## config.mk

```make
export PLATFORM = sky130hd
export DESIGN_NAME = cbmr_ctrl
export DESIGN_NICKNAME = d
export VERILOG_FILES = /design/src/sv/cbmr_pkg.sv /design/src/sv/cbmr_ctrl.sv
export SDC_FILE = /design/constraint.sdc
export NUM_CORES = 1
export LEC_CHECK = 0
export BUFFER_PORTS_ARGS = -buffer_cell sky130_fd_sc_hd__buf_2
export CAP_MARGIN = 0
export CORE_ASPECT_RATIO = 1.1
export CORE_MARGIN = 3
export CORE_UTILIZATION = 54
export DETAILED_ROUTE_END_ITERATION = 10
export GPL_TIMING_DRIVEN = 0
export PLACE_DENSITY_LB_ADDON = 0.05
export SLEW_MARGIN = 5
export SYNTH_ARGS = -nofsm -noshare
export SYNTH_HDL_FRONTEND = slang
export SYNTH_SLANG_ARGS = --single-unit
```

## constraint.sdc

```tcl
create_clock -name clk -period 2.9 [get_ports clk]
set_clock_uncertainty 0.15 [all_clocks]
set_input_delay 0.435 -clock clk [delete_from_list [all_inputs] [get_ports clk]]
set_output_delay 0.435 -clock clk [all_outputs]
set_load 0.03 [all_outputs]
```

## src/sv/cbmr_pkg.sv

```systemverilog
package cbmr_pkg;

  localparam int CBMR_STORE_DEPTH = 131072;
  localparam int CBMR_STEP_LIMIT  = 100000;

  localparam int ADDR_W  = 17;   // full effective address, bank bit included
  localparam int COUNT_W = 17;

  localparam logic [COUNT_W-1:0] COUNT_MAX   = 17'd100000;
  localparam logic [COUNT_W-1:0] RST_CD_INIT = 17'd6;

  typedef enum logic [2:0] {
    ACT_BUS        = 3'd0,
    ACT_LOAD_RESET = 3'd1,
    ACT_LOAD_NMI   = 3'd2,
    ACT_LOAD_IRQ   = 3'd3,
    ACT_LOAD_STEPS = 3'd4,
    ACT_HOST_WRITE = 3'd5
  } action_t;

  typedef enum logic [0:0] {
    REG_BANK_ENABLE = 1'b0,
    REG_HOST_BANK   = 1'b1
  } cfg_reg_t;

  typedef struct packed {
    logic [2:0]         action;
    logic [15:0]        bus_address;
    logic [7:0]         bank_byte;
    logic               is_read;
    logic [7:0]         data_byte;
    logic [COUNT_W-1:0] count_value;
  } in_item_t;

  typedef struct packed {
    logic [7:0]         read_data;
    logic               ready_res;
    logic               reset_active;
    logic               nmi_active;
    logic               irq_active;
    logic [COUNT_W-1:0] steps_left;
  } out_item_t;

  // Line levels and budget as seen by the result path.
  typedef struct packed {
    logic               ready;
    logic               reset_act;
    logic               nmi_act;
    logic               irq_act;
    logic [COUNT_W-1:0] steps;
  } ctrl_stat_t;

endpackage

```

## src/sv/cbmr_ctrl.sv

```systemverilog
module cbmr_ctrl
  import cbmr_pkg::*;
#(
  parameter int STEP_LIMIT = CBMR_STEP_LIMIT
) (
  input  logic               clk,
  input  logic               rst_n,
  input  logic               accept,
  input  logic [2:0]         action,
  input  logic [COUNT_W-1:0] count_value,
  output ctrl_stat_t         stat
);

  logic [COUNT_W-1:0] rst_cd_r, rst_cd_nxt;
  logic [COUNT_W-1:0] nmi_cd_r, nmi_cd_nxt;
  logic [COUNT_W-1:0] irq_cd_r, irq_cd_nxt;
  logic [COUNT_W-1:0] steps_r, steps_nxt;
  logic               ready_r, ready_nxt;
  logic               rst_act_r, rst_act_nxt;
  logic               nmi_act_r, nmi_act_nxt;
  logic               irq_act_r, irq_act_nxt;
  logic [COUNT_W-1:0] sat;

  assign sat = (count_value > COUNT_MAX) ? COUNT_MAX : count_value;

  always_comb begin
    rst_cd_nxt  = rst_cd_r;
    nmi_cd_nxt  = nmi_cd_r;
    irq_cd_nxt  = irq_cd_r;
    steps_nxt   = steps_r;
    ready_nxt   = ready_r;
    rst_act_nxt = rst_act_r;
    nmi_act_nxt = nmi_act_r;
    irq_act_nxt = irq_act_r;
    if (accept) begin
      case (action)
        ACT_BUS: begin
          if (steps_r != '0) begin
            ready_nxt   = 1'b1;
            rst_act_nxt = (rst_cd_r != '0);
            nmi_act_nxt = (nmi_cd_r != '0);
            irq_act_nxt = (irq_cd_r != '0);
            if (rst_cd_r != '0) rst_cd_nxt = rst_cd_r - COUNT_W'(1);
            if (nmi_cd_r != '0) nmi_cd_nxt = nmi_cd_r - COUNT_W'(1);
            if (irq_cd_r != '0) irq_cd_nxt = irq_cd_r - COUNT_W'(1);
            steps_nxt = steps_r - COUNT_W'(1);
          end else begin
            ready_nxt = 1'b0;
          end
        end
        ACT_LOAD_RESET: rst_cd_nxt = sat;
        ACT_LOAD_NMI:   nmi_cd_nxt = sat;
        ACT_LOAD_IRQ:   irq_cd_nxt = sat;
        ACT_LOAD_STEPS: begin
          if (count_value == '0 || count_value > COUNT_W'(STEP_LIMIT)) begin
            steps_nxt = COUNT_W'(1);
          end else begin
            steps_nxt = count_value;
          end
        end
        default: ;
      endcase
    end
  end

  always_ff @(posedge clk) begin
    if (!rst_n) begin
      rst_cd_r  <= RST_CD_INIT;
      nmi_cd_r  <= '0;
      irq_cd_r  <= '0;
      steps_r   <= COUNT_W'(1);
      ready_r   <= 1'b0;
      rst_act_r <= 1'b0;
      nmi_act_r <= 1'b0;
      irq_act_r <= 1'b0;
    end else begin
      rst_cd_r  <= rst_cd_nxt;
      nmi_cd_r  <= nmi_cd_nxt;
      irq_cd_r  <= irq_cd_nxt;
      steps_r   <= steps_nxt;
      ready_r   <= ready_nxt;
      rst_act_r <= rst_act_nxt;
      nmi_act_r <= nmi_act_nxt;
      irq_act_r <= irq_act_nxt;
    end
  end

  assign stat.ready     = ready_r;
  assign stat.reset_act = rst_act_r;
  assign stat.nmi_act   = nmi_act_r;
  assign stat.irq_act   = irq_act_r;
  assign stat.steps     = steps_r;

endmodule

```

==> results_dict.tcl <==
set metrics [dict create \
    ys_ff_latch 72 \
    report.final.hold_viol_count 0 \
    setup.worst_path.class "reg -> reg" \
    outcome "finished clean" \
    antenna_found_initial 0 \
    vdd_drop_max_v 0.0002679 \
    synthesis.instances 627 \
    grt_remaining_overflow 0 \
    worst-endpoint-required_ns 3.05 \
    total_length_of_routed_wires_mm 16.35 \
    clock-root-buffer "sky130_fd_sc_hd__clkbuf_8" \
    synth_async_sr_flop_share_pct 0 \
    rows 34 \
    synthDominantAreaCellType "sky130_fd_sc_hd__dfxtp_1" \
    worstSkewPairLatency_ns 0.36 \
    grt_start_max_net_pins 14 \
    number_of_synthesized_flops_with_an_enable_pin 0 \
    placed_area_sq_um 4945 \
    timing.slew.headroom_pct 26.64 \
    cellPowerDensity_nw_per_um2 508.6 \
    cts_buffers 9 \
    syn_to_final_growth_pct 14.55 \
    vias_in_the_first_global_route 4816 \
    clk_transition_reported_paths_ns 0.09 \
    finalSetupViolations 0 \
    boundaryPins 44 \
    design.die.area_sq_um 9662 \
    combinationalPowerShare_pct 30.7 \
    gp_congestion 0.9315 \
    final.min_clock_period_ns 2.847 \
    place.detailed.instances 777 \
    syn-mean-instance-area_sq_um 7.336 \
    max_clock_buf_depth 2 \
    crit_path_end_kind "flip-flop" \
    grtUsageTotal_pct 33.31 \
    layout.cells.most_common_list "sky130_fd_sc_hd__nand2_1, sky130_fd_sc_hd__dfxtp_1, sky130_fd_sc_hd__a21oi_1, sky130_fd_sc_hd__nor2_1, sky130_fd_sc_hd__o21ai_0" \
    worstPathArrival_ns 3.00 \
    timing.hold.worst.class "in -> reg" \
    wl_cell_um 20.49 \
    cap_viol_max_count 0 \
    final_min_period_over_clock_period_pct 98.18 \
    post_route_drc 0 \
    synth_nets 654 \
    power.net_switching_mw 1.003 \
    type_of_origin_of_the_critical_path "flip-flop" \
    grt_first_pass_wirelength_mm 25.01 \
    total_power_mw 2.680 \
    finish.net_count 712 \
    initial_utilization_pct 56.90 \
    syn_area_sq_um 4599 \
    detail_route.iter0.violations 462 \
    p_clk_share_pct 28.5 \
    max_freq_ghz 0.3512 \
    tritoncts "done" \
    die_height_um 102.8 \
    yosysWarningCount 0 \
    worst_path_fanout_max 8 \
    multiInputGateArea_sq_um 2938 \
    antenna_left 0 \
    power.share.sequential_pct 40.8 \
    dr_total_vias 5348 \
    ys_seq_area_share_pct 31.34 \
    drt_pass1_iterations 5 \
    post_route_cells_drive_above_1_share_pct 17.25 \
    post-route-cell-area_sq_um 5269 \
    tritoncts_sink_count 72 \
    vias_cell 6.702 \
    cts_hold_buf 0 \
    yosys-top-cells-area "sky130_fd_sc_hd__dfxtp_1, sky130_fd_sc_hd__a21oi_1, sky130_fd_sc_hd__nand2_1" \
    final_common_cell "sky130_fd_sc_hd__nand2_1" \
    register_area_sq_um 1446 \
    htree_levels 3 \
    synth_top_flop_cell "sky130_fd_sc_hd__dfxtp_1" \
    leakagePower_nw 1.988 \
    place.port_buffers 42 \
    floorplan.core_area_sq_um 8083 \
    rrSetupSlack_ns 0.05 \
    fill_cells 735 \
    power.internal_mw 1.677 \
    finish.cell_count_without_fillers 798 \
    synthDominantCellAreaShare_pct 31.34 \
    worst_slew_pin_slew_ns 1.090 \
    maxSlewViolCount 0 \
    hpwlAfterDp_mm 10.79 \
    power_switching_share_pct 37.42 \
    worst_hold_slack_ns 0.2607 \
    antenna_cells 0 \
    die_w_um 94.00 \
    netlist-cell-type-count 70 \
]
critical path, stage by stage (launching register included):
cell,delay (ns)
sky130_fd_sc_hd__dfxtp_2,0.34
sky130_fd_sc_hd__inv_2,0.07
sky130_fd_sc_hd__ha_4,0.15
sky130_fd_sc_hd__or4b_4,0.49
sky130_fd_sc_hd__or3_4,0.41
sky130_fd_sc_hd__buf_6,0.14
sky130_fd_sc_hd__or3_4,0.36
sky130_fd_sc_hd__a31oi_4,0.25
sky130_fd_sc_hd__buf_4,0.20
sky130_fd_sc_hd__o21ai_1,0.09
sky130_fd_sc_hd__a21oi_2,0.12
final cells by class:
type | instances | area share (%)
Buffer | 48 | 4.987
Clock inverter | 6 | 0.8549
Sequential cell | 72 | 27.45
Tap cell | 108 | 2.565
Multi-Input combinational cell | 493 | 55.76
Inverter | 13 | 0.9261
Timing Repair Buffer | 48 | 4.844
Clock buffer | 10 | 2.612
flip-flops by register name, summed over array words and instances (netlist names):
register,cells
irq_act_r,1
irq_cd_r,17
nmi_act_r,1
nmi_cd_r,17
ready_r,1
rst_act_r,1
rst_cd_r,17
steps_r,17
worst paths after layout:
path                            start                   endpoint  cells past startpoint
min                    count_value[0]   rst_cd_r[0]$_SDFFE_PN0P_                      3
max reg2reg  rst_cd_r[1]$_SDFFE_PN1P_  rst_cd_r[16]$_SDFFE_PN0P_                     10
min reg2reg    nmi_act_r$_SDFFE_PN0P_     nmi_act_r$_SDFFE_PN0P_                      2
max          rst_cd_r[1]$_SDFFE_PN1P_  rst_cd_r[16]$_SDFFE_PN0P_                     10
power groups by stage:
stage | Sequential [mW] | Combinational (mW) | Clock, mW
finish | 1.09 | 0.824 | 0.763
global route | 1.10 | 0.897 | 0.806
CTS | 1.09 | 0.784 | 0.760
detailed placement | 1.11 | 0.761 | 0
global placement | 1.11 | 0.747 | 0
floorplan | 1.11 | 0.550 | 0
synth_stat cells (13+ instances only):
| cell | number |
|---|---|
| sky130_fd_sc_hd__a21oi_1 | 63 |
| sky130_fd_sc_hd__clkbuf_1 | 31 |
| sky130_fd_sc_hd__dfxtp_1 | 72 |
| sky130_fd_sc_hd__nand2_1 | 71 |
| sky130_fd_sc_hd__nand3_1 | 27 |
| sky130_fd_sc_hd__nor2_1 | 52 |
| sky130_fd_sc_hd__nor3_1 | 29 |
| sky130_fd_sc_hd__nor4_1 | 13 |
| sky130_fd_sc_hd__o211ai_1 | 16 |
| sky130_fd_sc_hd__o21ai_0 | 50 |
| sky130_fd_sc_hd__o31ai_1 | 14 |
| sky130_fd_sc_hd__or3_1 | 14 |
repair_timing:
action,in CTS,in global routing
gates resized for setup,14,22
pin swaps,3,5
endpoints found under the setup margin,54,57
setup buffers,3,2
gates cloned,1,0
hold endpoints to repair,0,0
logic make-up (layout without fill, tap and decap cells):
kind of cell,count (synthesis),after routing,synth area share (%)
compound gates,221,221,30.93
xor+xnor,11,11,2.095
fa+ha+maj,4,4,1.088
buf+inv,62,125,6.392
flops,72,72,31.34
mux,1,1,0.2176
simple gates,256,256,27.94
metal layers:
metal | routed length [um] | global-route usage (%) | vias to the layer above | share of wire (%)
li1 | - | - | 2465 | -
met1 | 6477 | 43.76 | 2501 | 40
met2 | 7513 | 53.19 | 319 | 46
met3 | 1722 | 5.912 | 63 | 11
met4 | 635 | 15.89 | 0 | 3.9
met5 | 0 | 0 | - | 0
stage by stage:
stage,util [%],TNS (ns),setup slack (ns)
final,65.19,0,0.05291
after global routing,65.19,-0.08044,-0.03838
after CTS,64.32,-0.004432,-0.003732
after detailed placement,61.18,-3.452,-0.1895
after global placement,61.18,-2.296,-0.1964
after floorplan,-,0,0.02061
No activity file was read; power rests on OpenSTA's default activity.
